[config.mk]
export PLATFORM = sky130hd
export DESIGN_NAME = lift_relevel_controller_top
export DESIGN_NICKNAME = d
export VERILOG_FILES = /design/src/design/lrc_pkg.sv /design/src/design/lift_relevel_controller_top.sv /design/src/design/lrc_core.sv
export VERILOG_INCLUDE_DIRS = /design/src /design/src/design
export SDC_FILE = /design/constraint.sdc
export NUM_CORES = 1
export LEC_CHECK = 0
export BUFFER_PORTS_ARGS = -buffer_cell sky130_fd_sc_hd__clkbuf_2
export CAP_MARGIN = 15
export CORE_MARGIN = 2
export CORE_UTILIZATION = 45
export CTS_BUF_LIST = sky130_fd_sc_hd__clkbuf_4
export DETAILED_ROUTE_END_ITERATION = 10
export MAX_ROUTING_LAYER = met4
export PLACE_DENSITY = 0.66
export SKIP_CTS_REPAIR_TIMING = 1
export SYNTH_ARGS = -nofsm -noshare
export SYNTH_HDL_FRONTEND = slang
export SYNTH_HIERARCHICAL = 1
export SYNTH_SLANG_ARGS = --single-unit
[constraint.sdc]
create_clock -name clk -period 3 [get_ports clk]
set_clock_uncertainty 0.1 [all_clocks]
set_input_delay 0.6 -clock clk [delete_from_list [all_inputs] [get_ports clk]]
set_output_delay 0.6 -clock clk [all_outputs]
set_load 0.02 [all_outputs]
[src/design/lift_relevel_controller_top_assert.svh]
// assertion macros for the lift relevel controller
// used by lift_relevel_controller_top; expects clk and rst_n in scope
`ifndef LIFT_RELEVEL_CONTROLLER_TOP_ASSERT_SVH
`define LIFT_RELEVEL_CONTROLLER_TOP_ASSERT_SVH

// condition must never hold outside reset
`define LRC_ASSERT_NEVER(lbl, cond) \
  lbl: assert property (@(posedge clk) disable iff (!rst_n) !(cond)) \
    else $error("lrc: forbidden condition seen");

// antecedent implies consequent in the same cycle
`define LRC_ASSERT_IMPL(lbl, ante, cons) \
  lbl: assert property (@(posedge clk) disable iff (!rst_n) (ante) |-> (cons)) \
    else $error("lrc: implication failed");

// antecedent implies consequent in the next cycle
`define LRC_ASSERT_NEXT(lbl, ante, cons) \
  lbl: assert property (@(posedge clk) disable iff (!rst_n) (ante) |=> (cons)) \
    else $error("lrc: next-cycle implication failed");

`endif

[src/design/lrc_pkg.sv]
// shared types and constants for the lift relevel controller
// used by lrc_core and lift_relevel_controller_top; no dependencies
`default_nettype none

package lrc_pkg;

  localparam int unsigned TickW    = 20;
  localparam int unsigned DeadW    = TickW + 1;
  localparam int unsigned AttW     = 4;
  localparam int unsigned CfgIdxW  = 3;
  localparam int unsigned InDataW  = 16;
  localparam int unsigned OutDataW = 16;

  // reset values of the configuration registers
  localparam logic [TickW-1:0] DebounceRst = 20'd3000;
  localparam logic [TickW-1:0] TripRst     = 20'd30000;
  localparam logic [AttW-1:0]  MaxAttRst   = 4'd6;
  localparam logic [AttW-1:0]  AttSat      = 4'd15;

  // caller mode codes
  localparam logic [1:0] MODE_IDLE    = 2'd0;
  localparam logic [1:0] MODE_RELEVEL = 2'd1;
  localparam logic [1:0] MODE_NOCHECK = 2'd2;

  // drive status codes
  localparam logic [1:0] DRV_STOPPED = 2'd0;
  localparam logic [1:0] DRV_RUNNING = 2'd2;

  typedef enum logic [2:0] {
    EV_NONE    = 3'd0,
    EV_SHORT   = 3'd1,
    EV_LONG    = 3'd2,
    EV_TIMEOUT = 3'd3,
    EV_DONE    = 3'd4
  } event_t;

  typedef enum logic [CfgIdxW-1:0] {
    CFG_ENABLE    = 3'd0,
    CFG_WITH_CALL = 3'd1,
    CFG_DEBOUNCE  = 3'd2,
    CFG_TRIP      = 3'd3,
    CFG_MAX_ATT   = 3'd4
  } cfg_idx_t;

  typedef struct packed {
    logic              enable;
    logic              with_call;
    logic [TickW-1:0]  debounce;
    logic [TickW-1:0]  trip;
    logic [AttW-1:0]   max_att;
  } cfg_t;

  typedef struct packed {
    logic       moving_up;
    logic [1:0] drive_status;
    logic       call_pending;
    logic       start_permit;
    logic [1:0] mode_in;
    logic       zone_down_sensor;
    logic       zone_up_sensor;
  } item_t;

  typedef struct packed {
    logic [AttW-1:0] attempt_count;
    event_t          event_code;
    logic            emergency_cmd;
    logic            stop_cmd;
    logic            start_up;
    logic            start_cmd;
    logic [1:0]      mode_out;
  } result_t;

endpackage

`default_nettype wire

[src/design/lift_relevel_controller_top.sv]
// lift relevel controller: stream wrapper, config registers, result register
// depends on lrc_pkg, lrc_core and lift_relevel_controller_top_assert.svh
//
// usage:
//   in_*   one word per timer tick: sensors, mode, permit, call, drive, direction
//   out_*  one result word per input word, in order
//   cfg_*  write-only registers, written while no word is in flight
// result: a word accepted at a clock edge is registered into the result
//   register and shown on out_* from the cycle after its acceptance.
// throughput: one word per cycle while the receiver takes results; limited only by the single result register.
// stalls: in_tready follows out_tready while a result is held, so a stalled
//   receiver holds the result stable and input back-pressure is immediate.
// reset (rst_n low, synchronous): deadline expired, attempts zero,
//   relevel disabled, debounce 3000, trip limit 30000, max attempts 6,
//   result register empty.
`default_nettype none

module lift_relevel_controller_top (
  input  wire logic                          clk,
  input  wire logic                          rst_n,
  // input words
  input  wire logic                          in_tvalid,
  output logic                               in_tready,
  // [0] zone_up_sensor [1] zone_down_sensor [3:2] mode_in [4] start_permit
  // [5] call_pending [7:6] drive_status [8] moving_up, rest zero
  input  wire logic [lrc_pkg::InDataW-1:0]   in_tdata,
  // result words
  output logic                               out_tvalid,
  input  wire logic                          out_tready,
  // [1:0] mode_out [2] start_cmd [3] start_up [4] stop_cmd [5] emergency_cmd
  // [8:6] event_code [12:9] attempt_count, rest zero
  output logic [lrc_pkg::OutDataW-1:0]       out_tdata,
  // configuration writes
  input  wire logic                          cfg_we,
  input  wire logic [lrc_pkg::CfgIdxW-1:0]   cfg_addr,
  input  wire logic [lrc_pkg::TickW-1:0]     cfg_wdata
);

  localparam int unsigned ItemW = $bits(lrc_pkg::item_t);
  localparam int unsigned ResW  = $bits(lrc_pkg::result_t);

  lrc_pkg::cfg_t    cfg_r;
  lrc_pkg::item_t   item;
  lrc_pkg::result_t res, res_r;
  logic             out_valid_r;
  logic             in_acc;
  logic [1:0]       cmd_cnt;
  logic             out_emerg;
  logic             start_ok;
  logic             park_acc;
  logic             park_ok;

  // configuration registers
  always_ff @(posedge clk) begin
    if (!rst_n) begin
      cfg_r.enable    <= 1'b0;
      cfg_r.with_call <= 1'b0;
      cfg_r.debounce  <= lrc_pkg::DebounceRst;
      cfg_r.trip      <= lrc_pkg::TripRst;
      cfg_r.max_att   <= lrc_pkg::MaxAttRst;
    end else if (cfg_we) begin
      case (lrc_pkg::cfg_idx_t'(cfg_addr))
        lrc_pkg::CFG_ENABLE:    cfg_r.enable    <= cfg_wdata[0];
        lrc_pkg::CFG_WITH_CALL: cfg_r.with_call <= cfg_wdata[0];
        lrc_pkg::CFG_DEBOUNCE:  cfg_r.debounce  <= cfg_wdata;
        lrc_pkg::CFG_TRIP:      cfg_r.trip      <= cfg_wdata;
        lrc_pkg::CFG_MAX_ATT:   cfg_r.max_att   <= cfg_wdata[lrc_pkg::AttW-1:0];
        default: begin
        end
      endcase
    end
  end

  // handshake: take a word whenever the result slot is free or draining
  assign in_tready = !out_valid_r || out_tready;
  assign in_acc    = in_tvalid && in_tready;
  assign item      = lrc_pkg::item_t'(in_tdata[ItemW-1:0]);

  lrc_core u_core (
    .clk   (clk),
    .rst_n (rst_n),
    .step  (in_acc),
    .cfg   (cfg_r),
    .item  (item),
    .res   (res)
  );

  // result register
  always_ff @(posedge clk) begin
    if (!rst_n) begin
      out_valid_r <= 1'b0;
    end else if (in_tready) begin
      out_valid_r <= in_tvalid;
    end
  end

  always_ff @(posedge clk) begin
    if (in_acc) begin
      res_r <= res;
    end
  end

  assign out_tvalid = out_valid_r;
  assign out_tdata  = {{(lrc_pkg::OutDataW - ResW){1'b0}}, res_r};

  // terms used by the checks below
  assign cmd_cnt   = 2'(res_r.start_cmd) + 2'(res_r.stop_cmd) + 2'(res_r.emergency_cmd);
  assign out_emerg = out_valid_r && res_r.emergency_cmd;
  assign start_ok  = (res_r.mode_out == lrc_pkg::MODE_RELEVEL) && (res_r.attempt_count != '0);
  assign park_acc  = in_acc && (item.mode_in == lrc_pkg::MODE_IDLE) &&
                     item.zone_up_sensor && item.zone_down_sensor;
  assign park_ok   = (res_r.attempt_count == '0) && !res_r.start_cmd;

`include "lift_relevel_controller_top_assert.svh"

  `LRC_ASSERT_NEVER(a_cmd_exclusive, out_valid_r && (cmd_cnt > 2'd1))
  `LRC_ASSERT_IMPL(a_emerg_event, out_emerg, res_r.event_code == lrc_pkg::EV_TIMEOUT)
  `LRC_ASSERT_IMPL(a_start_mode, out_valid_r && res_r.start_cmd, start_ok)
  `LRC_ASSERT_NEXT(a_in_zone_clear, park_acc, out_valid_r && park_ok)

endmodule

`default_nettype wire

[src/design/lrc_core.sv]
// relevel decision logic and controller state (deadline, attempts, direction)
// depends on lrc_pkg; one word processed per step strobe
`default_nettype none

module lrc_core (
  input  wire logic            clk,
  input  wire logic            rst_n,
  input  wire logic            step,
  input  wire lrc_pkg::cfg_t   cfg,
  input  wire lrc_pkg::item_t  item,
  output lrc_pkg::result_t     res
);

  logic [lrc_pkg::DeadW-1:0] deadline_r, deadline_nxt, deadline_dec;
  logic [lrc_pkg::AttW-1:0]  attempts_r, attempts_nxt;
  logic                      chosen_up_r, chosen_up_nxt;
  logic                      reached_r, reached_nxt;
  logic                      both, expired, may_start;

  // deadline ticks down first, saturating at zero
  always_comb begin
    deadline_dec = (deadline_r != '0) ? deadline_r - 1'b1 : '0;
    expired      = (deadline_dec == '0);
    both         = item.zone_up_sensor & item.zone_down_sensor;
    may_start    = expired && cfg.enable && (attempts_r < cfg.max_att) &&
                   item.start_permit &&
                   (item.zone_up_sensor | item.zone_down_sensor) &&
                   (!item.call_pending || cfg.with_call);
  end

  // next state and result for this tick
  always_comb begin
    deadline_nxt      = deadline_dec;
    attempts_nxt      = attempts_r;
    chosen_up_nxt     = chosen_up_r;
    reached_nxt       = reached_r;
    res.mode_out      = item.mode_in;
    res.start_cmd     = 1'b0;
    res.start_up      = 1'b0;
    res.stop_cmd      = 1'b0;
    res.emergency_cmd = 1'b0;
    res.event_code    = lrc_pkg::EV_NONE;

    if (item.mode_in == lrc_pkg::MODE_IDLE) begin
      res.mode_out = lrc_pkg::MODE_IDLE;
      if (both) begin
        // parked in zone: restart debounce, forget failures
        deadline_nxt = {1'b0, cfg.debounce} + 1'b1;
        attempts_nxt = '0;
      end else if (may_start) begin
        chosen_up_nxt = item.zone_up_sensor;
        res.start_cmd = 1'b1;
        res.start_up  = item.zone_up_sensor;
        if (attempts_r < lrc_pkg::AttSat) begin
          attempts_nxt = attempts_r + 1'b1;
        end
        reached_nxt  = 1'b0;
        deadline_nxt = {1'b0, cfg.trip} + 1'b1;
        res.mode_out = lrc_pkg::MODE_RELEVEL;
      end
    end else if (item.drive_status == lrc_pkg::DRV_STOPPED) begin
      // classify where the car came to rest
      res.event_code = lrc_pkg::EV_DONE;
      if (!both && item.mode_in != lrc_pkg::MODE_NOCHECK) begin
        if ((chosen_up_r && !item.zone_down_sensor) ||
            (!chosen_up_r && !item.zone_up_sensor)) begin
          res.event_code = lrc_pkg::EV_SHORT;
        end else begin
          res.event_code = lrc_pkg::EV_LONG;
        end
      end
      deadline_nxt = {1'b0, cfg.debounce} + 1'b1;
      res.mode_out = lrc_pkg::MODE_IDLE;
    end else if (item.drive_status == lrc_pkg::DRV_RUNNING) begin
      if (expired) begin
        res.emergency_cmd = 1'b1;
        res.event_code    = lrc_pkg::EV_TIMEOUT;
      end else if (!reached_r) begin
        // far-side sensor coming on means the car reached level
        if ((item.moving_up && item.zone_down_sensor) ||
            (!item.moving_up && item.zone_up_sensor)) begin
          reached_nxt  = 1'b1;
          res.stop_cmd = 1'b1;
        end
      end
    end
    res.attempt_count = attempts_nxt;
  end

  // state registers advance once per accepted word
  always_ff @(posedge clk) begin
    if (!rst_n) begin
      deadline_r  <= '0;
      attempts_r  <= '0;
      chosen_up_r <= 1'b0;
      reached_r   <= 1'b0;
    end else if (step) begin
      deadline_r  <= deadline_nxt;
      attempts_r  <= attempts_nxt;
      chosen_up_r <= chosen_up_nxt;
      reached_r   <= reached_nxt;
    end
  end

endmodule

`default_nettype wire
==> out/summary.txt <==
detailed-router iteration count before antenna repair -> 5
CP Data Required Time -> 3.32 ns
die extent in x -> 115 um
most numerous cell on the critical path -> a21oi_1
Synth warnings -> 6
LEAKAGE -> 2.56 nW
post-synth top area share -> 0.265
vias per cell -> 5.70
GRT Residual Overflow -> 0
Worst path slowest cell -> or4b_4
share of layout cells above drive strength 1 -> 0.209
area grow syn2layout -> 15.0%
syn_area_per_cell -> 8.53 um^2
largest net degree at the start of global routing -> 45
antenna violations before repair -> 1
Clock Path Buffers -> 2
Mapped Cells -> 656
register bit total from synthesis -> 87
Core Area -> 0.0121 mm^2
vias in the first global route -> 4895
die height -> 115 um
Worst Path Arrival -> 3.19 ns
sequential share of the synthesized area -> 0.335
routability cong. -> 0.961
worst skew pair latency -> 0.49 ns
FILL cells -> 1162
critical-path cell list -> or4_4, nor3_2, a41oi_1, or4b_4, nor4b_4, buf_4, a21oi_1, a21oi_1
routed len/inst -> 17.1 um
DRT iter0 DRCs -> 532
CTS buffer count -> 9
Crit path depth -> 8
CTS clk-pin slew, worst paths -> 0.13 ns
Power Density -> 420 mW/mm^2
max-slew violations -> 0
fin crit share -> 0.958
global-route wire length before repair -> 25.0 mm
async set-reset flop share out of synthesis -> 0
# rows -> 40
Most used DFF post-synth -> dfxtp_1
final setup fails -> 0
Detailed Place HPWL -> 11.8 mm
non-filler instance count after layout -> 905
# H-tree levels -> 3
Root Driver -> clkbuf_4
CP Max Fanout -> 5
nets -> 782
CTS sink cnt -> 87
Slowest Stage Delay on Critical Path -> 0.62 ns
Initial Utilization -> 0.464
CTS tree -> built
die area -> 0.0133 mm^2
Worst IR Drop VDD -> 0.288 mV
Max-slew headroom -> 0.415
drc violations -> 0
HP Class -> in -> reg
Hold Vio Cnt, Final -> 0
top cells by area, synth -> dfxtp_1 26%, mux2i_1 8.9%, edfxtp_1 7.0%
CP startpoint kind -> register
status -> complete, no violations
Min-Delay Path Depth -> 3
Ports -> 62
I/O Buffers -> 51
synth unique cells -> 76
CP Class -> reg -> reg
max frequency -> 0.348 GHz
cell count of the worst reg-to-reg path -> 8
GRT Util Overall -> 0.249
Synth Cell Area -> 0.00559 mm^2
final wirelength -> 15.5 mm
Post-synth EDFFs -> 13
Largest delay share family, worst path -> simple AND/OR/NAND/NOR gates
vias post-DR -> 5158
Worst setup EP type -> register
max_cap viols -> 0
Setup TNS -> 0 ns
RSZ-0062 raised after global routing -> yes
Yosys top cell by area -> dfxtp_1
Worst Path Buf+Inv -> 1
Tmin final -> 2.87 ns
Post-DRT Antenna Nets -> 0
placed cells -> 886
Slew @ Worst Pin -> 0.877 ns
[path summary, 6_finish.rpt]
path                          from                    end  slack, ns
max          u_core/deadline_r[13]  u_core/deadline_r[15]       0.13
min                      in_tvalid             out_tvalid       0.24
min reg2reg              cfg_r[20]              cfg_r[20]       0.37
max reg2reg  u_core/deadline_r[13]  u_core/deadline_r[15]       0.13
[Yosys cell counts, types with 5 or more instances]
cell	instances
inv_1	16
nor4_1	5
o221ai_1	11
or3_1	5
a211oi_1	8
a31oi_1	7
xor2_1	24
nor2_1	36
mux2i_1	50
edfxtp_1	13
nand3_1	36
ha_1	7
xnor2_1	26
o22ai_1	8
a21oi_1	22
nor3_1	23
buf_2	8
buf_6	7
nand2_1	91
dfxtp_1	74
and3_1	10
and2_1	5
o21ai_0	24
clkbuf_1	17
nand4_1	9
nor2b_1	30
[cells in the final DEF (no fill, tap or decap), types with 4 or more instances in the layout]
master,n
clkbuf_4,11
ha_1,6
and2_1,4
nor3_1,22
and4_1,4
clkbuf_2,51
nand2_1,90
xor2_1,22
nor2b_1,30
inv_1,16
mux2i_1,50
xnor2_1,26
dfxtp_1,72
a21oi_1,22
o31ai_1,4
edfxtp_1,13
and3_1,10
nand3_1,36
a21o_1,4
o22ai_1,8
o21ai_0,23
buf_4,48
a31oi_1,7
a211oi_1,8
o221ai_1,11
or3_1,5
nand4_1,9
nand3b_1,4
nor2_1,35
[sequential cells by signal, summed over array words and instances, names as in the netlist]
signal              count
cfg_r                  46
u_core/reached_r        1
out_tdata              13
u_core/chosen_up_r      1
u_core/attempts_r       4
out_tvalid              1
u_core/deadline_r      21
[logic make-up after synthesis]
group | count (synthesis) | share of synthesized area
AND/OR/NAND/NOR | 294 | 0.290
AO/OA/AOI/OAI | 112 | 0.137
flip-flops | 87 | 0.335
buffers and inverters | 55 | 0.0539
XOR/XNOR | 50 | 0.0783
multiplexers | 50 | 0.0895
adder cells (fa/ha/maj) | 7 | 0.0157
other | 1 | 0.000670
[worst reg2reg max path, delay by kind of cell, from the launching register on]
family	cells	cell delay [ns]
DFF	1	0.40
and+or+nand+nor	4	1.72
AOI/OAI and AO/OA	3	0.42
buffers and inverters	1	0.18
[per-stage QoR]
step / total power [mW] / setup slack [ns] / util / hold WS (ns) / cell area, um^2
floorplan: 1.76 / 0.0281 / - / 0.335 / 5600
global placement: 1.98 / 0.0522 / 0.514 / 0.349 / 6200
detailed placement: 1.99 / 0.0371 / 0.514 / 0.357 / 6200
CTS: 2.66 / -0.00467 / 0.525 / 0.224 / 6330
global route: 2.83 / -0.0796 / 0.533 / 0.253 / 6430
finish: 2.70 / 0.127 / 0.533 / 0.244 / 6430
[power by group]
part           total [mW]  internal [mW]  leakage, nW  switching (mW)
clock               0.678          0.266       0.0780           0.412
combinational       0.717          0.310         1.75           0.407
sequential           1.30           1.24        0.735          0.0675
[layout make-up]
type / instances / area [um^2] / share of cell area
multi-input cells: 516 / 3500 / 0.545
flip-flops and latches: 87 / 1880 / 0.292
repair buffers: 101 / 647 / 0.101
well taps: 168 / 210 / 0.0327
clock buffers: 11 / 82.6 / 0.0128
inverters: 16 / 60.1 / 0.00934
clock inverters: 5 / 48.8 / 0.00759
diodes: 1 / 2.50 / 0.000389
[metal layers]
layer / wire (um) / global-route usage
met3: 917 / 0.0445
met2: 6940 / 0.372
met1: 7110 / 0.330
met5: 0 / -
met4: 503 / 0.108
Power figures use the tool's default switching activity.
